**src/hdl/u32u8_pkg.sv**
```systemverilog
// Package: payload types, queue entry type and constants for the UTF-32 to UTF-8 converter.
`default_nettype none

package u32u8_pkg;

	// register map
	localparam int unsigned PADDR_W = 3;
	localparam int unsigned PDATA_W = 32;
	localparam logic [0:0] REG_BIG_ENDIAN = 1'b0;

	// code point limits
	localparam logic [31:0] SURR_LO = 32'h0000_d800;
	localparam logic [31:0] SURR_HI = 32'h0000_dfff;
	localparam logic [31:0] LAST_CP = 32'h0010_ffff;
	localparam logic [7:0]  BYTE_MASK = 8'hff;

	// classified-word queue
	localparam int unsigned QDEPTH = 2;
	localparam int unsigned QPTR_W = (QDEPTH > 1) ? $clog2(QDEPTH) : 1;
	localparam int unsigned QCNT_W = $clog2(QDEPTH + 1);

	typedef struct packed {
		logic [31:0] data_word;
		logic [2:0]  valid_bytes;
		logic        end_of_string;
	} in_item_t;

	typedef struct packed {
		logic [7:0] out_byte;
		logic       status;
		logic       last_of_run;
	} out_item_t;

	// one classified word: up to four bytes, index of the last one, error flag
	typedef struct packed {
		logic [3:0][7:0] bytes;
		logic [1:0]      last_idx;
		logic            err;
	} q_entry_t;

	// handshake bundle for a queue entry
	typedef struct packed {
		logic     valid;
		q_entry_t entry;
	} q_xfer_t;

endpackage

`default_nettype wire

```
**src/hdl/utf32_to_utf8_converter_top.sv**
```systemverilog
// Top level of the UTF-32 to UTF-8 converter: config register, front end, queue, back end.
`default_nettype none

// Converts a UTF-32 string, one 32-bit word per input transaction, into a stream of UTF-8
// bytes, one byte per output transaction with last_of_run set on the final byte of each
// word. Words are assembled little endian, or big endian when big_endian_input (register 0,
// byte address 0) is 1; write it only while the block is idle. A word with fewer than four
// valid bytes, a surrogate (D800-DFFF) or a value above 10FFFF yields one error marker
// (status 1, byte zero) and halts the string: further words give nothing until the word
// marked end_of_string, which clears the halt. Timing: the front end classifies and encodes
// a word in the cycle it is accepted and pushes it into a two-entry queue; the back end
// moves one byte per cycle into the output register while the output is not stalled, a
// word of n bytes (1 to 4) giving n output transactions. When the queue is empty, the first
// byte of an accepted word passes through the queue and then into the output register.
// Input stall rises only when the queue is full; words of a halted string are absorbed at
// one per cycle while the queue is not full and produce no output.
module utf32_to_utf8_converter_top (
	input  wire logic                                 clk,
	input  wire logic                                 arst_n,
	// input word channel
	input  wire logic                                 in_valid,
	output      logic                                 in_stall,
	input  wire u32u8_pkg::in_item_t                  in_data,
	// output byte channel
	output      logic                                 out_valid,
	input  wire logic                                 out_stall,
	output      u32u8_pkg::out_item_t                 out_data,
	// APB-style configuration port
	input  wire logic                                 psel,
	input  wire logic                                 penable,
	input  wire logic                                 pwrite,
	input  wire logic [u32u8_pkg::PADDR_W-1:0]        paddr,
	input  wire logic [u32u8_pkg::PDATA_W-1:0]        pwdata,
	output      logic [u32u8_pkg::PDATA_W-1:0]        prdata,
	output      logic                                 pready
);
	import u32u8_pkg::*;

	logic    msb_first_q;
	logic    cfg_wr;
	logic    q_full;
	logic    pop;
	q_xfer_t push;
	q_xfer_t head;

	// Register file: a single bit at byte address 0; the word index is paddr[2].
	// Writes to any other index are dropped, reads of them return zero.
	assign pready = 1'b1;
	assign cfg_wr = psel && penable && pwrite && pready;

	always_ff @(posedge clk or negedge arst_n) begin
		if (!arst_n) begin
			msb_first_q <= 1'b0;
		end else if (cfg_wr && (paddr[PADDR_W-1] == REG_BIG_ENDIAN)) begin
			msb_first_q <= pwdata[0];
		end
	end

	always_comb begin
		prdata = '0;
		if (paddr[PADDR_W-1] == REG_BIG_ENDIAN) begin
			prdata[0] = msb_first_q;
		end
	end

	// front end: accept, check, encode, track halt
	u32u8_front u_front (
		.clk       (clk),
		.arst_n    (arst_n),
		.msb_first (msb_first_q),
		.in_valid  (in_valid),
		.in_stall  (in_stall),
		.in_data   (in_data),
		.push      (push),
		.q_full    (q_full)
	);

	// decouples word acceptance from byte emission
	u32u8_queue u_queue (
		.clk    (clk),
		.arst_n (arst_n),
		.push   (push),
		.full   (q_full),
		.head   (head),
		.pop    (pop)
	);

	// back end: one byte per output transaction
	u32u8_back u_back (
		.clk       (clk),
		.arst_n    (arst_n),
		.head      (head),
		.pop       (pop),
		.out_valid (out_valid),
		.out_stall (out_stall),
		.out_data  (out_data)
	);

endmodule

`default_nettype wire

```
**src/hdl/u32u8_front.sv**
```systemverilog
// Front end: accepts input words, checks them, encodes UTF-8 bytes, tracks the halt state.
`default_nettype none

module u32u8_front (
	input  wire logic                 clk,
	input  wire logic                 arst_n,
	input  wire logic                 msb_first,
	input  wire logic                 in_valid,
	output      logic                 in_stall,
	input  wire u32u8_pkg::in_item_t  in_data,
	output      u32u8_pkg::q_xfer_t   push,
	input  wire logic                 q_full
);
	import u32u8_pkg::*;

	logic        halted_q;
	logic        accept;
	logic [31:0] cp;
	logic        reject;
	q_entry_t    enc;

	assign in_stall = q_full;
	assign accept   = in_valid && !q_full;

	always_comb begin
		if (msb_first) begin
			cp = {in_data.data_word[7:0], in_data.data_word[15:8],
			      in_data.data_word[23:16], in_data.data_word[31:24]};
		end else begin
			cp = in_data.data_word;
		end
	end

	// valid counts 5..7 count as a full word
	assign reject = (in_data.valid_bytes < 3'd4)
	             || ((cp >= SURR_LO) && (cp <= SURR_HI))
	             || (cp > LAST_CP);

	always_comb begin
		enc.bytes    = '0;
		enc.last_idx = 2'd0;
		enc.err      = 1'b0;
		if (reject) begin
			enc.err = 1'b1;
		end else if (cp < 32'h80) begin
			enc.bytes[0] = cp[7:0] & BYTE_MASK;
		end else if (cp < 32'h800) begin
			enc.bytes[0] = {3'b110, cp[10:6]};
			enc.bytes[1] = {2'b10, cp[5:0]};
			enc.last_idx = 2'd1;
		end else if (cp < 32'h1_0000) begin
			enc.bytes[0] = {4'b1110, cp[15:12]};
			enc.bytes[1] = {2'b10, cp[11:6]};
			enc.bytes[2] = {2'b10, cp[5:0]};
			enc.last_idx = 2'd2;
		end else begin
			enc.bytes[0] = {5'b11110, cp[20:18]};
			enc.bytes[1] = {2'b10, cp[17:12]};
			enc.bytes[2] = {2'b10, cp[11:6]};
			enc.bytes[3] = {2'b10, cp[5:0]};
			enc.last_idx = 2'd3;
		end
	end

	assign push.valid = accept && !halted_q;
	assign push.entry = enc;

	// halt after a rejection unless that word closes the string
	always_ff @(posedge clk or negedge arst_n) begin
		if (!arst_n) begin
			halted_q <= 1'b0;
		end else if (accept) begin
			if (halted_q) begin
				halted_q <= !in_data.end_of_string;
			end else begin
				halted_q <= reject && !in_data.end_of_string;
			end
		end
	end

endmodule

`default_nettype wire

```
**src/hdl/u32u8_queue.sv**
```systemverilog
// Small FIFO of classified words between the front end and the byte serializer.
`default_nettype none

module u32u8_queue (
	input  wire logic                clk,
	input  wire logic                arst_n,
	input  wire u32u8_pkg::q_xfer_t  push,
	output      logic                full,
	output      u32u8_pkg::q_xfer_t  head,
	input  wire logic                pop
);
	import u32u8_pkg::*;

	q_entry_t            mem [QDEPTH];
	logic [QPTR_W-1:0]   wr_ptr_q;
	logic [QPTR_W-1:0]   rd_ptr_q;
	logic [QCNT_W-1:0]   cnt_q;
	logic                do_push;
	logic                do_pop;

	assign full       = (cnt_q == QCNT_W'(QDEPTH));
	assign do_push    = push.valid && !full;
	assign do_pop     = pop && (cnt_q != '0);
	assign head.valid = (cnt_q != '0);
	assign head.entry = mem[rd_ptr_q];

	always_ff @(posedge clk) begin
		if (do_push) begin
			mem[wr_ptr_q] <= push.entry;
		end
	end

	always_ff @(posedge clk or negedge arst_n) begin
		if (!arst_n) begin
			wr_ptr_q <= '0;
			rd_ptr_q <= '0;
			cnt_q    <= '0;
		end else begin
			if (do_push) begin
				wr_ptr_q <= (wr_ptr_q == QPTR_W'(QDEPTH - 1)) ? '0 : wr_ptr_q + 1'b1;
			end
			if (do_pop) begin
				rd_ptr_q <= (rd_ptr_q == QPTR_W'(QDEPTH - 1)) ? '0 : rd_ptr_q + 1'b1;
			end
			if (do_push && !do_pop) begin
				cnt_q <= cnt_q + 1'b1;
			end else if (do_pop && !do_push) begin
				cnt_q <= cnt_q - 1'b1;
			end
		end
	end

endmodule

`default_nettype wire

```
**src/hdl/u32u8_back.sv**
```systemverilog
// Back end: walks the bytes of the head queue entry into the output register.
`default_nettype none

module u32u8_back (
	input  wire logic                 clk,
	input  wire logic                 arst_n,
	input  wire u32u8_pkg::q_xfer_t   head,
	output      logic                 pop,
	output      logic                 out_valid,
	input  wire logic                 out_stall,
	output      u32u8_pkg::out_item_t out_data
);
	import u32u8_pkg::*;

	logic [1:0] idx_q;
	logic       out_valid_q;
	out_item_t  out_q;
	logic       load;
	logic       is_last;

	assign load    = !out_valid_q || !out_stall;
	assign is_last = (idx_q == head.entry.last_idx);
	assign pop     = load && head.valid && is_last;

	assign out_valid = out_valid_q;
	assign out_data  = out_q;

	always_ff @(posedge clk or negedge arst_n) begin
		if (!arst_n) begin
			out_valid_q <= 1'b0;
			idx_q       <= 2'd0;
		end else if (load) begin
			out_valid_q <= head.valid;
			if (head.valid) begin
				idx_q <= is_last ? 2'd0 : idx_q + 2'd1;
			end
		end
	end

	always_ff @(posedge clk) begin
		if (load && head.valid) begin
			out_q.out_byte    <= head.entry.bytes[idx_q];
			out_q.status      <= head.entry.err;
			out_q.last_of_run <= is_last;
		end
	end

endmodule

`default_nettype wire

```
**config.mk**
```make
export PLATFORM = sky130hd
export DESIGN_NAME = utf32_to_utf8_converter_top
export DESIGN_NICKNAME = d
export VERILOG_FILES = /design/src/hdl/u32u8_pkg.sv /design/src/hdl/utf32_to_utf8_converter_top.sv /design/src/hdl/u32u8_front.sv /design/src/hdl/u32u8_queue.sv /design/src/hdl/u32u8_back.sv
export SDC_FILE = /design/constraint.sdc
export NUM_CORES = 1
export LEC_CHECK = 0
export ABC_AREA = 1
export BUFFER_PORTS_ARGS = -buffer_cell sky130_fd_sc_hd__buf_2
export CORE_MARGIN = 4
export CORE_UTILIZATION = 53
export DETAILED_ROUTE_END_ITERATION = 16
export GPL_TIMING_DRIVEN = 1
export PLACE_DENSITY = 0.91
export SLEW_MARGIN = 20
export SYNTH_ARGS = -nofsm -noshare
export SYNTH_HDL_FRONTEND = slang
export SYNTH_SLANG_ARGS = --single-unit
```
**constraint.sdc**
```tcl
create_clock -name clk -period 2.8 [get_ports clk]
set_input_delay 0.14 -clock clk [delete_from_list [all_inputs] [get_ports clk]]
set_output_delay 0.14 -clock clk [all_outputs]
set_load 0.05 [all_outputs]
```
==> impl_metrics.py <==
metrics = {
    "run_status": {
        "status": "finished, final reports clean",
    },
    "sta": {
        "finalWorstSetupSlack_ns": 0.4983,
        "max_freq_mhz": 434.5,
        "finalSetupViolCount": 0,
        "relSlewSlack_pct": 59.63,
        "rsz0062_at_grt": "no",
        "tns_ns": 0,
        "tightest_slew_ns": 0.5992,
        "fin_skew_ns": 0.008413,
        "hold_ws_ns": 0.02539,
        "hold_violations": 0,
        "fin_crit_ns": 2.302,
        "drv_slew": 0,
        "fin_crit_sh_pct": 82.20,
    },
    "cells_and_area": {
        "n_antenna_cell": 0,
        "area_delta_synth_final_pct": 9.775,
        "multi_input_area_um2": 1769,
        "nNetsFinal": 655,
        "nFillCells": 678,
        "seq_area_um2": 2387,
        "drive_above_1_share_pct": 19.79,
    },
    "setup_path": {
        "cp-end-kind": "flop",
        "critPathLaunchType": "flop",
        "crit_type": "flop to flop",
        "cp.required_ns": 2.95,
        "arrival_ns": 2.45,
        "critPathMaxFanout": 35,
    },
    "clock_tree": {
        "insertion_delay_ns": 0.34,
        "cts_root_buf": "clkbuf_8",
        "ctsHoldBuffers": 1,
        "cts_inserted_buffers": 9,
        "cts_tree": "yes",
        "cts_setup_buffers": 0,
        "clk_path_buf_depth": 2,
        "clock_sinks": 81,
        "path_clk_slew_ns": 0.08,
        "cts-resized-gates": 0,
        "htree_num_levels": 3,
    },
    "die": {
        "row_count": 33,
        "die_h_um": 100.7,
        "core_area_um2": 8299,
        "start_util_pct": 54.91,
        "die_x_um": 100.7,
        "ios": 123,
        "die_area_um2": 10150,
    },
    "routing": {
        "drc_errors": 0,
        "drt.antenna.violating_nets": 0,
        "drtIter0Drc": 224,
        "wl_um": 9917,
        "via_per_inst": 5.245,
        "wl_per_cell_um": 14.46,
        "vias": 3598,
        "firstDrtPassIters": 5,
    },
    "global_route": {
        "antenna_found_initial": 0,
        "grt_max_degree": 36,
        "grt_pass1_wl_um": 15910,
        "grt_usage_pct": 19.99,
        "grt_pass1_vias": 3406,
        "overflow": 0,
    },
    "power": {
        "power_frac_seq_pct": 39.6,
        "p_total_mw": 4.379,
        "p_int_mw": 2.534,
        "p_leak_nw": 2.260,
        "swShare_pct": 42.15,
        "power_switching_mw": 1.846,
        "p_per_area_nw_per_um2": 875.5,
        "pwr-share-comb_pct": 42.2,
        "clkPwrFrac_pct": 18.2,
        "max-vdd-ir-drop_uv": 355.0,
    },
    "place": {
        "dp_hpwl_um": 7487,
        "portBuffers": 55,
        "place_ws_ns": 0.5468,
        "routabilityCongestion": 0.8910,
    },
    "synthesis": {
        "synth_top_area_share_pct": 47.45,
        "yosys_most_used_dff": "edfxtp_1",
        "syn_area_um2": 4557,
        "synth_most_common_cell": "nand2_1",
        "async_reset_ff_share_pct": 11.11,
        "syn_inst": 519,
        "ys_seq_elements": 81,
        "yosys_warnings": 0,
        "synth.distinct_cells": 38,
        "yosys-top-cells-count": "106 x nand2_1, 95 x nor2_1, 72 x edfxtp_1, 42 x inv_1, 38 x o21ai_0",
        "syn_avg_cell_area_um2": 8.780,
        "synth-edff-count": 72,
        "synthTopCellsByArea": "edfxtp_1 47%, nand2_1 8.7%, nor2_1 7.8%",
        "synth_seq_area_share_pct": 52.39,
        "yosysTopAreaCell": "edfxtp_1",
    },
    "flow_run": {
        "drv_cap": 0,
    },
    "hold_path": {
        "hp-class": "input port to flop",
    },
}
-- critical path: stages (launching register included) --
cell	delay, ns
dfrtp_1	0.38
buf_4	0.32
nand2_1	0.09
o21ai_1	0.15
nand2_1	0.19
nor2_8	0.20
nand2_4	0.14
inv_6	0.15
nand2_1	0.12
nor2_1	0.10
nor2_1	0.05
nor2_1	0.22
-- through the flow --
| step | cells | cell area, µm² | utilization, % |
|---|---|---|---|
| floorplan | 549 | 4669 | - |
| global placement | 669 | 4805 | 57.89 |
| detailed placement | 669 | 4805 | 57.89 |
| CTS | 686 | 5002 | 60.27 |
| global route | 686 | 5002 | 60.27 |
| finish | 686 | 5002 | 60.27 |
-- state kept, by name, indices dropped and copies added, names as in the netlist --
register          count
msb_first_q           1
u_queue.wr_ptr_q      1
u_queue.rd_ptr_q      1
u_back.out_valid      1
u_back.out_data      10
u_queue.mem          62
u_back.idx_q          2
u_front.halted_q      1
u_queue.cnt_q         2
-- power by group through the flow --
stage	Sequential, mW	Combinational (mW)	Clock (mW)
after CTS	1.74	1.85	0.808
after detailed placement	1.76	1.84	0
after global placement	1.75	1.75	0
after global routing	1.75	2.03	0.869
final	1.73	1.85	0.798
after floorplan	2.03	1.13	0
-- cell families after synthesis --
group,Yosys count,share of synthesized area [%]
compound gates,74,8.759
xor+xnor,6,1.153
fa+ha+maj,1,0.2745
buf+inv,95,11.37
flops,81,52.39
other cells,2,0.1648
simple gates,260,25.89
-- placed cells by master, fill, tap and decap left out, drive strengths merged --
master / synthesis / layout
nand4: 4 / 4
nor2: 105 / 105
xnor2: 1 / 1
a221oi: 2 / 2
clkinvlp: 0 / 2
bufinv: 0 / 1
dfrtp: 9 / 9
xor2: 5 / 5
o22ai: 6 / 6
buf: 39 / 63
clkbuf: 9 / 10
dlygate4sd3: 0 / 1
conb: 2 / 32
o21ai: 44 / 44
or2: 10 / 10
inv: 47 / 47
nand3b: 2 / 2
nor3b: 1 / 1
ha: 1 / 1
a21oi: 15 / 15
edfxtp: 72 / 72
nor4: 1 / 1
and2: 1 / 1
a31oi: 6 / 6
clkinv: 0 / 3
nand2: 112 / 112
nor3: 2 / 2
a21boi: 1 / 1
nand3: 22 / 22
-- metal layers --
layer  wire length, µm  up-vias  global-route usage [%]
met5                 0        -                       0
met4               229        0                   6.632
met3               700       26                   3.806
met2              5147      155                   36.46
met1              3840     1659                   23.45
li1                  -     1758                       -
-- layout make-up --
class / instances / share of cell area (%)
Inverter: 47 / 3.627
Tap cell: 105 / 2.626
Sequential cell: 81 / 47.72
Timing Repair Buffer: 64 / 6.903
Multi-Input combinational cell: 373 / 35.37
Clock inverter: 6 / 1.201
Clock buffer: 10 / 2.551
-- worst paths after layout --
kind / from / to / slack (ns) / cells past startpoint
max in group asynchronous: arst_n / u_back.idx_q[0]$_DFFE_PN0P_ / 2.42 / 2
max: msb_first_q$_DFFE_PN0P_ / u_queue.mem[0][13]$_DFFE_PP_ / 0.50 / 11
min reg2reg: u_front.halted_q$_DFFE_PN0P_ / u_front.halted_q$_DFFE_PN0P_ / 0.50 / 2
min: out_stall / u_back.out_valid$_DFFE_PN0N_ / 0.03 / 3
min in group asynchronous: arst_n / msb_first_q$_DFFE_PN0P_ / 0.19 / 2
max reg2reg: msb_first_q$_DFFE_PN0P_ / u_queue.mem[0][13]$_DFFE_PP_ / 0.50 / 11
No activity file was read; power rests on OpenSTA's default activity.
